## config.mk

```make
export PLATFORM = sky130hd
export DESIGN_NAME = quadrature_sine_dds
export DESIGN_NICKNAME = d
export VERILOG_FILES = /design/src/hw/rtl/qsdds_pkg.sv /design/src/hw/rtl/quadrature_sine_dds.sv
export SDC_FILE = /design/constraint.sdc
export NUM_CORES = 1
export LEC_CHECK = 0
export ABC_AREA = 0
export BUFFER_PORTS_ARGS = -buffer_cell sky130_fd_sc_hd__buf_4
export CELL_PAD_IN_SITES_DETAIL_PLACEMENT = 1
export CELL_PAD_IN_SITES_GLOBAL_PLACEMENT = 1
export CORE_ASPECT_RATIO = 1.1
export CORE_MARGIN = 5
export CORE_UTILIZATION = 25
export DETAILED_ROUTE_END_ITERATION = 16
export HOLD_SLACK_MARGIN = 0.1
export PLACE_DENSITY_LB_ADDON = 0.1
export SLEW_MARGIN = 25
export SYNTH_ARGS = -nofsm -noshare
export SYNTH_HDL_FRONTEND = slang
export SYNTH_SLANG_ARGS = --single-unit
export TNS_END_PERCENT = 5
```

## constraint.sdc

```tcl
create_clock -name i_clk -period 7 [get_ports i_clk]
set_input_delay 1.4 -clock i_clk [delete_from_list [all_inputs] [get_ports i_clk]]
set_output_delay 1.4 -clock i_clk [all_outputs]
set_load 0.02 [all_outputs]
```

## src/hw/rtl/qsdds_pkg.sv

```systemverilog
`timescale 1ns / 1ps
// ----------------------------------------------------------------------------
// Quadrature sine DDS package
// Widths, defaults and the full-wave sine table shared by the oscillator.
// ----------------------------------------------------------------------------
package qsdds_pkg;

    localparam int C_PHASE_BITS      = 16;
    localparam int C_TABLE_ADDR_BITS = 8;
    localparam int C_STEP_BITS       = 16;
    localparam int C_CODE_BITS       = 16;
    localparam int C_SLOT_BITS       = 8;
    localparam int C_ROM_DEPTH       = 1 << C_SLOT_BITS;

    // Flipping the sign bit turns two's complement into offset binary.
    localparam logic [C_CODE_BITS-1:0] C_SIGN_FLIP = 16'h8000;

    // One full turn of a 16-bit two's-complement sine.
    localparam logic [C_CODE_BITS-1:0] C_WAVE_ROM [C_ROM_DEPTH] = '{
        16'h0000, 16'h0324, 16'h0647, 16'h096a, 16'h0c8b, 16'h0fab, 16'h12c8, 16'h15e2,
        16'h18f8, 16'h1c0b, 16'h1f19, 16'h2223, 16'h2528, 16'h2826, 16'h2b1f, 16'h2e11,
        16'h30fb, 16'h33de, 16'h36ba, 16'h398c, 16'h3c56, 16'h3f17, 16'h41ce, 16'h447a,
        16'h471c, 16'h49b4, 16'h4c3f, 16'h4ebf, 16'h5133, 16'h539b, 16'h55f5, 16'h5842,
        16'h5a82, 16'h5cb4, 16'h5ed7, 16'h60ec, 16'h62f2, 16'h64e8, 16'h66cf, 16'h68a6,
        16'h6a6d, 16'h6c24, 16'h6dca, 16'h6f5f, 16'h70e2, 16'h7255, 16'h73b5, 16'h7504,
        16'h7641, 16'h776c, 16'h7884, 16'h798a, 16'h7a7d, 16'h7b5d, 16'h7c29, 16'h7ce3,
        16'h7d8a, 16'h7e1d, 16'h7e9d, 16'h7f09, 16'h7f62, 16'h7fa7, 16'h7fd8, 16'h7ff6,
        16'h7fff, 16'h7ff6, 16'h7fd8, 16'h7fa7, 16'h7f62, 16'h7f09, 16'h7e9d, 16'h7e1d,
        16'h7d8a, 16'h7ce3, 16'h7c29, 16'h7b5d, 16'h7a7d, 16'h798a, 16'h7884, 16'h776c,
        16'h7641, 16'h7504, 16'h73b5, 16'h7255, 16'h70e2, 16'h6f5f, 16'h6dca, 16'h6c24,
        16'h6a6d, 16'h68a6, 16'h66cf, 16'h64e8, 16'h62f2, 16'h60ec, 16'h5ed7, 16'h5cb4,
        16'h5a82, 16'h5842, 16'h55f5, 16'h539b, 16'h5133, 16'h4ebf, 16'h4c3f, 16'h49b4,
        16'h471c, 16'h447a, 16'h41ce, 16'h3f17, 16'h3c56, 16'h398c, 16'h36ba, 16'h33de,
        16'h30fb, 16'h2e11, 16'h2b1f, 16'h2826, 16'h2528, 16'h2223, 16'h1f19, 16'h1c0b,
        16'h18f8, 16'h15e2, 16'h12c8, 16'h0fab, 16'h0c8b, 16'h096a, 16'h0647, 16'h0324,
        16'h0000, 16'hfcdc, 16'hf9b9, 16'hf696, 16'hf375, 16'hf055, 16'hed38, 16'hea1e,
        16'he708, 16'he3f5, 16'he0e7, 16'hdddd, 16'hdad8, 16'hd7da, 16'hd4e1, 16'hd1ef,
        16'hcf05, 16'hcc22, 16'hc946, 16'hc674, 16'hc3aa, 16'hc0e9, 16'hbe32, 16'hbb86,
        16'hb8e4, 16'hb64c, 16'hb3c1, 16'hb141, 16'haecd, 16'hac65, 16'haa0b, 16'ha7be,
        16'ha57e, 16'ha34c, 16'ha129, 16'h9f14, 16'h9d0e, 16'h9b18, 16'h9931, 16'h975a,
        16'h9593, 16'h93dc, 16'h9236, 16'h90a1, 16'h8f1e, 16'h8dab, 16'h8c4b, 16'h8afc,
        16'h89bf, 16'h8894, 16'h877c, 16'h8676, 16'h8583, 16'h84a3, 16'h83d7, 16'h831d,
        16'h8276, 16'h81e3, 16'h8163, 16'h80f7, 16'h809e, 16'h8059, 16'h8028, 16'h800a,
        16'h8000, 16'h800a, 16'h8028, 16'h8059, 16'h809e, 16'h80f7, 16'h8163, 16'h81e3,
        16'h8276, 16'h831d, 16'h83d7, 16'h84a3, 16'h8583, 16'h8676, 16'h877c, 16'h8894,
        16'h89bf, 16'h8afc, 16'h8c4b, 16'h8dab, 16'h8f1e, 16'h90a1, 16'h9236, 16'h93dc,
        16'h9593, 16'h975a, 16'h9931, 16'h9b18, 16'h9d0e, 16'h9f14, 16'ha129, 16'ha34c,
        16'ha57e, 16'ha7be, 16'haa0b, 16'hac65, 16'haecd, 16'hb141, 16'hb3c1, 16'hb64c,
        16'hb8e4, 16'hbb86, 16'hbe32, 16'hc0e9, 16'hc3aa, 16'hc674, 16'hc946, 16'hcc22,
        16'hcf05, 16'hd1ef, 16'hd4e1, 16'hd7da, 16'hdad8, 16'hdddd, 16'he0e7, 16'he3f5,
        16'he708, 16'hea1e, 16'hed38, 16'hf055, 16'hf375, 16'hf696, 16'hf9b9, 16'hfcdc
    };

endpackage

```

## src/hw/rtl/quadrature_sine_dds.sv

```systemverilog
`timescale 1ns / 1ps
// ----------------------------------------------------------------------------
// Quadrature sine DDS
// Phase accumulator feeding a registered-read sine ROM with sine and cosine
// read ports; samples leave as offset-binary DAC words.
// ----------------------------------------------------------------------------
//  Channel   Direction  Handshake                   Payload
//  input     in         i_in_valid / o_in_stall     i_sample_tick
//  output    out        o_out_valid / i_out_stall   o_sine_code, o_cosine_code
//  config    in         i_cfg_wr_en                 i_cfg_wr_data (phase step)
//
// One transaction per clock is sustained while the output does not stall. Two
// register stages (accumulate and address, then the ROM read) carry an accepted
// tick's result to the output register, which presents it.
// A transaction whose sample_tick is low gives no result and leaves the phase.
// Reset is synchronous: phase and step clear, the pipeline empties.
// A stall on the output holds both stages; the input stalls only when both
// stages are full.
// ----------------------------------------------------------------------------
module quadrature_sine_dds
    import qsdds_pkg::*;
#(
    parameter int PHASE_BITS      = C_PHASE_BITS,
    parameter int TABLE_ADDR_BITS = C_TABLE_ADDR_BITS
) (
    input  logic                   i_clk,
    input  logic                   i_rst_n,
    input  logic                   i_cfg_wr_en,
    input  logic [C_STEP_BITS-1:0] i_cfg_wr_data,
    input  logic                   i_in_valid,
    output logic                   o_in_stall,
    input  logic                   i_sample_tick,
    output logic                   o_out_valid,
    input  logic                   i_out_stall,
    output logic [C_CODE_BITS-1:0] o_sine_code,
    output logic [C_CODE_BITS-1:0] o_cosine_code
);

    localparam logic [TABLE_ADDR_BITS-1:0] QUARTER_TURN =
        TABLE_ADDR_BITS'(1) << (TABLE_ADDR_BITS - 2);

    logic [C_STEP_BITS-1:0]     r_phase_step;
    logic [PHASE_BITS-1:0]      r_phase_word;
    logic [PHASE_BITS-1:0]      n_phase_word;
    logic [TABLE_ADDR_BITS-1:0] sin_addr;
    logic [TABLE_ADDR_BITS-1:0] cos_addr;
    logic [C_SLOT_BITS-1:0]     sin_slot;
    logic [C_SLOT_BITS-1:0]     cos_slot;

    logic                       r_addr_valid;
    logic [C_SLOT_BITS-1:0]     r_sin_slot;
    logic [C_SLOT_BITS-1:0]     r_cos_slot;
    logic                       r_out_valid;
    logic [C_CODE_BITS-1:0]     r_sine;
    logic [C_CODE_BITS-1:0]     r_cosine;

    logic out_advance;
    logic addr_advance;
    logic tick_accept;

    assign out_advance  = !r_out_valid || !i_out_stall;
    assign addr_advance = !r_addr_valid || out_advance;
    assign tick_accept  = i_in_valid && addr_advance && i_sample_tick;

    assign n_phase_word = r_phase_word + PHASE_BITS'(r_phase_step);
    assign sin_addr     = n_phase_word[PHASE_BITS-1 -: TABLE_ADDR_BITS];
    assign cos_addr     = sin_addr + QUARTER_TURN;

    // Scale the table address onto the 256-sample ROM.
    generate
        if (TABLE_ADDR_BITS == C_SLOT_BITS) begin : g_slot_same
            assign sin_slot = sin_addr;
            assign cos_slot = cos_addr;
        end else if (TABLE_ADDR_BITS < C_SLOT_BITS) begin : g_slot_up
            assign sin_slot = {sin_addr, {(C_SLOT_BITS-TABLE_ADDR_BITS){1'b0}}};
            assign cos_slot = {cos_addr, {(C_SLOT_BITS-TABLE_ADDR_BITS){1'b0}}};
        end else begin : g_slot_down
            assign sin_slot = sin_addr[TABLE_ADDR_BITS-1 -: C_SLOT_BITS];
            assign cos_slot = cos_addr[TABLE_ADDR_BITS-1 -: C_SLOT_BITS];
        end
    endgenerate

    always_ff @(posedge i_clk) begin
        if (!i_rst_n) begin
            r_phase_step <= '0;
        end else if (i_cfg_wr_en) begin
            r_phase_step <= i_cfg_wr_data;
        end
    end

    // Accumulate and form the two ROM addresses.
    always_ff @(posedge i_clk) begin
        if (!i_rst_n) begin
            r_phase_word <= '0;
            r_addr_valid <= 1'b0;
        end else begin
            if (addr_advance) begin
                r_addr_valid <= tick_accept;
            end
            if (tick_accept) begin
                r_phase_word <= n_phase_word;
            end
        end
    end

    always_ff @(posedge i_clk) begin
        if (tick_accept) begin
            r_sin_slot <= sin_slot;
            r_cos_slot <= cos_slot;
        end
    end

    // Synchronous ROM read with the result held in the output register.
    always_ff @(posedge i_clk) begin
        if (!i_rst_n) begin
            r_out_valid <= 1'b0;
        end else if (out_advance) begin
            r_out_valid <= r_addr_valid;
        end
    end

    always_ff @(posedge i_clk) begin
        if (out_advance && r_addr_valid) begin
            r_sine   <= C_WAVE_ROM[r_sin_slot] ^ C_SIGN_FLIP;
            r_cosine <= C_WAVE_ROM[r_cos_slot] ^ C_SIGN_FLIP;
        end
    end

    assign o_in_stall    = !addr_advance;
    assign o_out_valid   = r_out_valid;
    assign o_sine_code   = r_sine;
    assign o_cosine_code = r_cosine;

endmodule
```

* Yosys cells after proc, flatten, opt, wreduce, memory -nomap -nowiden
Memories as Yosys holds them, arrays and structs flattened.
Index checks and enable logic that the tools add are counted.
** Word-level totals
- Memories kept :: 2
- Bits in registers :: 82
- Memory bits (read-only) :: 8192
- Bits of input ports :: 22
- Word-level logic and storage cells :: 31
** Cells by class
- Reduce and logical (&&, ||, !) cells :: 9
- Bitwise gates (word level) :: 4
- Add/subtract/negate cells :: 2
- Muxes and demuxes :: 4
- Magnitude comparators :: 2
** Memory list
- (no name shown) :: depth 256, width 16, rd ports 1, clocked after Yosys merged registers in 0, wr ports 0, line quadrature_sine_dds.sv:125 : r_cosine <= C_WAVE_ROM[r_cos_slot] ^ C_SIGN_FLIP;
- (no name shown) :: depth 256, width 16, rd ports 1, clocked after Yosys merged registers in 0, wr ports 0, line quadrature_sine_dds.sv:124 : r_sine <= C_WAVE_ROM[r_sin_slot] ^ C_SIGN_FLIP;
** Operators by type and width (count)
- $mux W16 :: 4
- $ge A9 B9 Y1 const B :: 2
- $not A8 Y9 :: 2
- $add A16 B16 Y16 :: 1
- $add A8 B7 Y8 const B :: 1
- $logic_not A1 Y1 :: 4
- $logic_and A1 B1 Y1 :: 3
- $logic_or A1 B1 Y1 :: 2
- $not A1 Y1 :: 2

* Longest topological paths before layout
Gate-level depths: netlist (run 1).
- Word-level depth :: 5
- Depth in mapped cells :: 10
- Mapped depth without buffers :: 8

* Worst setup path after synthesis (run 1)
OpenSTA, ideal clock, no wires.
- Path type :: input -> register
- Start point :: in i_out_stall
- End point :: reg r_cosine[0], in the netlist o_cosine_code[0], enable pin
- Path slack :: 2753 ps
- Library setup time :: 470 ps
- Stages :: 1
- Arrival time :: 3777 ps
- Path through :: a21boi_0
** Between the ends
- Cells in the longest elaborated chain, start to end :: 3
** Ends and longest elaborated chain
- start, declared :: line quadrature_sine_dds.sv:34 : input logic i_out_stall,
- $logic_not A1 Y1 :: line quadrature_sine_dds.sv:61 : assign out_advance = !r_out_valid || !i_out_stall;
- $logic_or A1 B1 Y1 :: line quadrature_sine_dds.sv:61
- $logic_and A1 B1 Y1 :: line quadrature_sine_dds.sv:123 : if (out_advance && r_addr_valid) begin
- end signal, assigned :: line quadrature_sine_dds.sv:125
- end, declared :: line quadrature_sine_dds.sv:55 : logic [C_CODE_BITS-1:0] r_cosine;
Every way passes these cells.
A chain may end at the register's enable or synchronous reset.

* Final worst setup path (run 1)
- Start point :: reg r_sin_slot[1]
- End point :: reg r_sine[8], in the netlist o_sine_code[8], data pin
** Between the ends
- Cells in the longest elaborated chain, start to end :: 4
** Ends and longest elaborated chain
- start, declared :: line quadrature_sine_dds.sv:51 : logic [C_SLOT_BITS-1:0] r_sin_slot;
- start signal, assigned :: line quadrature_sine_dds.sv:108 : r_sin_slot <= sin_slot;
- $not A8 Y9 (not written as such) :: line quadrature_sine_dds.sv:124
- $mem_v2 Z256 W16
- $mux W16 (not written as such) (2 in series) :: line quadrature_sine_dds.sv:124
- end signal, assigned :: line quadrature_sine_dds.sv:124
- end, declared :: line quadrature_sine_dds.sv:54 : logic [C_CODE_BITS-1:0] r_sine;
Every way passes these cells. The select of a mux whose other input is x is not followed.

==> results of run 1 <==
where the power goes:
| group | switching [mW] | internal, mW |
|---|---|---|
| clock | 0.237 | 0.269 |
| sequential | 0.0179 | 0.502 |
| combinational | 0.379 | 0.198 |
| total | 0.634 | 0.969 |
stage by stage:
stage	power, mW	utilization [%]	hold slack, ns
after floorplan	0.902	-	0.436
after global placement	1.10	27.2	0.442
after detailed placement	1.10	27.2	0.452
after CTS	1.63	28.1	0.463
after global routing	1.69	28.1	0.498
final	1.60	28.1	0.460
state kept, by name (all words and copies together) (netlist names):
signal,cells
r_cos_slot,2
o_sine_code,16
o_out_valid,1
r_sin_slot,8
r_phase_step,16
r_phase_word,16
o_cosine_code,16
r_addr_valid,1
worst max-delay path, stage by stage (launching register included):
cell and delay (ns):
edfxtp_1 0.33, buf_4 0.32, inv_1 0.32, ha_1 1.07, nand2b_1 0.60, a21oi_1 0.18
a211o_1 0.31, a2bb2oi_1 0.19, a21oi_1 0.13, mux4_2 0.49
worst min path at each step:
stage / to / slack [ns] / depth (start not counted)
6_report: r_phase_word[4] / 0.46 / 2
5_1_grt: r_phase_word[11] / 0.50 / 2
4_1_cts: r_phase_word[4] / 0.46 / 2
3_5_place_dp: r_phase_word[4] / 0.45 / 2
3_3_place_gp: r_phase_word[6] / 0.44 / 2
2_1_floorplan: r_phase_word[6] / 0.44 / 2
kinds of logic after synthesis:
kind of cell | Yosys count | synth area share, %
DFF | 76 | 23.7
xor gates and xnor gates | 14 | 1.59
muxes | 52 | 9.76
buffers and inverters | 127 | 7.21
adders and majority gates | 33 | 5.14
and+or+nand+nor | 341 | 20.0
AOI/OAI and AO/OA | 399 | 32.6
final cells by class:
type                            instances  area, um2
Tap cell                              426        533
Multi-Input combinational cell        839       5660
Clock inverter                          6       48.8
Timing Repair Buffer                   73        573
Fill cell                            3883      23200
Sequential cell                        76       1940
Inverter                               19       71.3
Clock buffer                           10        250
placed cells by master, fill, tap and decap left out, types with 8 or more instances in the layout:
cell type  instances
nand2_1          103
a21oi_1           94
o21ai_0           89
nor2_1            81
buf_4             71
edfxtp_1          42
nand3_1           40
dfxtp_1           34
ha_1              32
mux2i_1           28
nand2b_1          25
mux4_2            22
a31oi_1           21
o211ai_1          20
nor3_1            20
nor2b_1           19
a311oi_1          18
a211oi_1          16
inv_1             13
o31ai_1           12
a21o_1            11
and3_1            10
a22oi_1           10
clkbuf_16         10
xnor2_1            9
o311ai_0           9
o221ai_1           8
a211o_1            8
o22ai_1            8
routing by layer:
| metal | GRT usage, % | routed length (um) |
|---|---|---|
| met3 | 3.35 | 2230 |
| met2 | 36.3 | 19000 |
| met5 | 0 | 0 |
| met1 | 27.2 | 16700 |
| met4 | 11.8 | 2460 |
==> out/summary.txt, run 1 <==
first-pass GRT wire length -> 59800 um
CTS Buf Count -> 9
Area Overhead vs Synth -> 11.0%
worst reg2reg path endpoint -> o_sine_code[8]
Nets -> 1073
core footprint -> 32300 um2
Max-slew headroom -> 30.9%
Setup WS pre-CTS -> 2.85 ns
post-route DRC violation count -> 0
final setup TNS -> 0 ns
Tcrit/Tclk final -> 60.6%
Min Clock Period, post-route -> 4.24 ns
worst r2r path cells -> 9
hpwl dp -> 28800 um
pin count of the biggest net entering global routing -> 180
Max Cap Viol -> 0
Post-CTS Setup Bufs -> 0
Mapped Cells -> 1042
Hold Buf Count CTS -> 0
number of global-route vias before repair -> 8841
CP Data Required Time -> 7.10 ns
final setup fails -> 0
clock latency on the worst-skew pair -> 0.37 ns
die area -> 36400 um2
CP Capture Type -> register
Area after DPL -> 8780 um2
share of cells above drive strength 1 -> 13.6%
CTS root buf -> clkbuf_16
Yosys cell types -> 85
placed cells -> 1433
Yosys Warn Count -> 0
CTS Buffer Depth -> 2
type of the worst setup path -> register to register
P per Cell Area -> 177 nW/um2
Post-Syn Nets -> 1097
Detailed Route Iter0 Violations -> 995
unrepaired setup endpoints after global routing -> false
most frequent cells after synthesis -> nand2_1, a21oi_1, o21ai_0
H-tree depth -> 3
mapped cell area -> 8180 um2
Routed WL -> 40300 um
most frequent cell after synthesis -> nand2_1
I/O pins -> 56
status -> complete, no violations
post-layout instance count excluding filler cells -> 1449
Clock transition at path regs -> 0.09 ns
Final Skew -> 0.0185 ns
syn avg cell area -> 7.85 um2
DR WL/cell -> 27.8 um
predominant post-synthesis flop cell -> edfxtp_1
CP max FO -> 28
Die Y -> 200 um
launching element type of the critical path -> register
worst hold path type -> register to register
CP arrival -> 4.34 ns
Leak Pwr -> 3.34 nW
remaining global-route overflow -> 0
Synth area leader -> edfxtp_1
fin area -> 9080 um2
actual slew at the worst max-slew pin -> 1.04 ns
Post-synth EDFFs -> 42
Synth top area share -> 15.4%
critical path capture point -> o_sine_code[8]
asr flop ratio synth -> 0%
DIE WIDTH -> 182 um
VDD IR max -> 0.116 mV
initial core utilization -> 25.3%
GRT Resource Usage Total -> 21.8%
Final WS setup -> 2.76 ns
Synth Register Bits -> 76
register area share after synthesis -> 23.7%
FF-to-FF Start -> r_sin_slot[1]
top cells by area, synth -> edfxtp_1, dfxtp_1, mux4_2, a21oi_1, o21ai_0
Clock Sinks -> 76
CTS tree -> built
initial antenna violation count -> 0
Hold Path Origin -> r_phase_word[4]
DR pass1 iterations -> 5
vias per std cell -> 6.00
r2r setup slk -> 2.76 ns
Antenna diodes -> 0
Worst setup startpoint -> r_sin_slot[1]
Max Slew Vio Count -> 0
Final GP Congestion -> 1.00
Final Hold Fails -> 0
Resize count post-CTS -> 0
site row count -> 69
highest clock rate -> 236 MHz
DRT antenna net count -> 0
Vias -> 8694
port bufs -> 55
Note: power is estimated with default switching activity, not from simulation.
==> inputs of run 2 (changes only) <==
ABC_AREA = 1   (was 0)
clock period = 3.8 ns   (was 7 ns; I/O delays follow)
==> out/summary.txt, run 2 <==
status -> complete, no violations
mux cell area share after synthesis -> 0% (-9.8 points)
syn avg cell area -> 5.59 um2 (-29%)
I/O pins -> 56 (unchanged)
site row count -> 69 (unchanged)
CTS Buffer Depth -> 2 (unchanged)
Routed WL -> 46400 um (+15%)
Hold EP -> r_phase_word[0]
predominant post-synthesis flop cell -> edfxtp_1
Final Skew -> 0.0135 ns (-0.00504 ns)
core footprint -> 32500 um2 (+0.53%)
Yosys Warn Count -> 0 (unchanged)
CP Data Required Time -> 3.92 ns (-3.18 ns)
initial core utilization -> 25.5% (+0.14 points)
port bufs -> 55 (unchanged)
Synth Area in Compound Gates -> 8.16% (-24 points)
cell-internal power -> 2.02 mW (+110%)
Die Y -> 201 um (+0.51%)
Post-synth EDFFs -> 42 (unchanged)
Max stage delay on crit path -> 0.57 ns (-0.50 ns)
FF-to-FF Start -> r_sin_slot[0]
Min Clock Period, post-route -> 2.92 ns (-1.32 ns)
Synth area leader -> nand2_1
Worst path depth -> 11 (+2)
Mapped Cells -> 1479 (+42%)
most frequent cells after synthesis -> nand2_1, nand3_1, nor2_1
Synth top area share -> 26.7% (+11 points)
DR top layer -> met4
Max Slew Vio Count -> 0 (unchanged)
actual slew at the worst max-slew pin -> 0.819 ns (-0.217 ns)
final setup TNS -> 0 ns (unchanged)
CP Capture Type -> register
Crit path max-delay family -> simple AND/OR/NAND/NOR gates
mapped cell area -> 8270 um2 (+1.1%)
Clock Power Share -> 31.7% (about the same)
sw frac -> 42.3% (+2.7 points)
DIE WIDTH -> 183 um (+0.50%)
share of cells above drive strength 1 -> 8.80% (-4.8 points)
Leak Pwr -> 4.99 nW (+49%)
vias per std cell -> 5.34 (-11%)
most used cell, CP -> nand2_1
Vias -> 10349 (+19%)
launching element type of the critical path -> register
H-tree depth -> 3 (unchanged)
worst path bufs/invs -> 1 (-1)
slowest cell on the critical path -> edfxtp_1
CTS root buf -> clkbuf_16
CTS Buf Count -> 9 (unchanged)
fill count -> 4388 (+13%)
highest clock rate -> 342 MHz (+45%)
most common cell after layout, fill and taps aside -> nand2_1
cell breakdown of the critical path -> inv_2, ha_1, nand2_1, nand3_1, nand2_1, nand2_1, nand3_1, nand2_1, nand2_1, nand3_1, nand2_1
met3 WL -> 2270 um (+1.5%)
Detailed Route Iter0 Violations -> 700 (-30%)
P per Cell Area -> 366 nW/um2 (+110%)
worst reg2reg path endpoint -> o_sine_code[2]
register area share after synthesis -> 23.5% (-0.25 points)
Post-Syn Nets -> 1534 (+40%)
Fin Hold WS -> 0.508 ns (+0.0472 ns)
post-route DRC violation count -> 0 (unchanged)
DR pass1 iterations -> 5 (unchanged)
M1 WL -> 18000 um (+8.0%)
pin count of the biggest net entering global routing -> 47 (-74%)
Clock Sinks -> 76 (unchanged)
GRT Resource Usage Total -> 24.9% (+3.1 points)
Tcrit/Tclk final -> 76.8% (+16 points)
CP arrival -> 3.04 ns (-1.30 ns)
Post-CTS Setup Bufs -> 0 (unchanged)
Final GP Congestion -> 0.978 (-2.6%)
hpwl dp -> 35600 um (+24%)
CP max FO -> 12 (-57%)
first-pass GRT wire length -> 69300 um (+16%)
clock latency on the worst-skew pair -> 0.37 ns (about the same)
Area Overhead vs Synth -> 15.3%
type of the worst setup path -> register to register
CTS tree -> built
Yosys cell types -> 36 (-58%)
unrepaired setup endpoints after global routing -> false
worst r2r path cells -> 11 (+2)
post-synthesis xor/xnor area fraction -> 0.742% (-0.85 points)
Resize count post-CTS -> 0 (unchanged)
Hold Buf Count CTS -> 0 (unchanged)
number of global-route vias before repair -> 10890 (+23%)
final setup fails -> 0 (unchanged)
VDD IR max -> 0.219 mV (+88%)
DR WL/cell -> 24.0 um (-14%)
Clock transition at path regs -> 0.07 ns (-0.02 ns)
WHS Path Cells -> 2 (unchanged)
DRT antenna net count -> 0 (unchanged)
most frequent cell after synthesis -> nand2_1
asr flop ratio synth -> 0% (unchanged)
Flop pwr share -> 27.8% (-4.6 points)
Antenna diodes -> 0 (unchanged)
largest family of logic cells by synthesized area -> simple AND/OR/NAND/NOR gates
die area -> 36800 um2 (+1.0%)
remaining global-route overflow -> 0 (unchanged)
Gate power share -> 40.5% (+4.5 points)
Post-Synth Simple-Gate Area -> 52.4% (+32 points)
Hold Path Origin -> r_phase_word[0]
initial antenna violation count -> 0 (unchanged)
r2r setup slk -> 0.88 ns (-1.88 ns)
metal2 WL -> 23300 um (+23%)
Final Hold Fails -> 0 (unchanged)
Max-slew headroom -> 45.4% (+14 points)
Post-Synth Adder-Cell Area -> 5.09% (-0.054 points)
worst hold path type -> register to register
Nets -> 1562 (+46%)
most frequent cells in the layout -> nand2_1, nand3_1, nor2_1
Synth Register Bits -> 76 (unchanged)
top cells by area, synth -> nand2_1, nand3_1, edfxtp_1, dfxtp_1, nor2_1
net switching power -> 1.48 mW (+130%)
Max Cap Viol -> 0 (unchanged)
==> run 2: cell count changes after synthesis, sizes merged, moves of 28 or more <==
cell / previous run / this run
nor2: 82 / 145
a21oi: 94 / 44
nand3: 40 / 259
nand2: 103 / 596
inv: 17 / 116
mux2i: 28 / 0
==> run 2: cell type report <==
cell class                      instances  area (um2)  area share, %
Sequential cell                        76        1940           20.4
Tap cell                              426         533           5.59
Multi-Input combinational cell       1206        5500           57.7
Clock buffer                           10         250           2.62
Clock inverter                          6         116           1.22
Timing Repair Buffer                   95         746           7.82
Inverter                              119         447           4.69
==> run 2: tightest hold or removal path, cell delays in order, from the launching register on <==
cell     delay [ns]
dfxtp_1        0.34
nor2_1         0.05
nor2_1         0.08
==> run 2: stage by stage <==
step / std cells / util, % / setup WS [ns] / instance area [um2] / power, mW
2_1_floorplan: 1479 / - / 1.00 / 8270 / 1.85
3_3_place_gp: 1921 / 28.2 / 0.978 / 9140 / 2.38
3_5_place_dp: 1922 / 28.2 / 0.912 / 9170 / 2.38
4_1_cts: 1938 / 29.4 / 0.890 / 9530 / 3.51
5_1_grt: 1938 / 29.4 / 0.742 / 9530 / 3.67
6_report: 1938 / 29.4 / 0.880 / 9530 / 3.49
==> run 2: metal layers <==
metal,vias up,GRT usage (%)
met5,-,0
met4,0,13.5
met3,128,3.24
met2,368,44.6
met1,5002,28.5
li1,4851,-
==> run 2: logic make-up after synthesis <==
kind of cell,count (synthesis)
DFF,76
AOI/OAI and AO/OA,129
xor gates and xnor gates,7
and+or+nand+nor,1037
adders and majority gates,33
buffers and inverters,197
==> run 2: power by group through the flow <==
stage	combinational, mW	sequential [mW]	clock, mW
3_3_place_gp	1.39	0.990	0
2_1_floorplan	0.850	1.00	0
5_1_grt	1.54	0.977	1.16
4_1_cts	1.40	0.972	1.14
6_report	1.42	0.971	1.11
3_5_place_dp	1.39	0.991	0
==> run 2: worst max path at each step <==
stage | start | end | slack (ns)
floorplan | i_out_stall | o_cosine_code[0] | 1.00
CTS | r_sin_slot[0] | o_cosine_code[6] | 0.89
finish | r_sin_slot[0] | o_sine_code[2] | 0.88
detailed placement | r_sin_slot[0] | o_sine_code[2] | 0.91
global placement | r_sin_slot[0] | o_sine_code[2] | 0.98
global route | r_sin_slot[0] | o_cosine_code[8] | 0.74
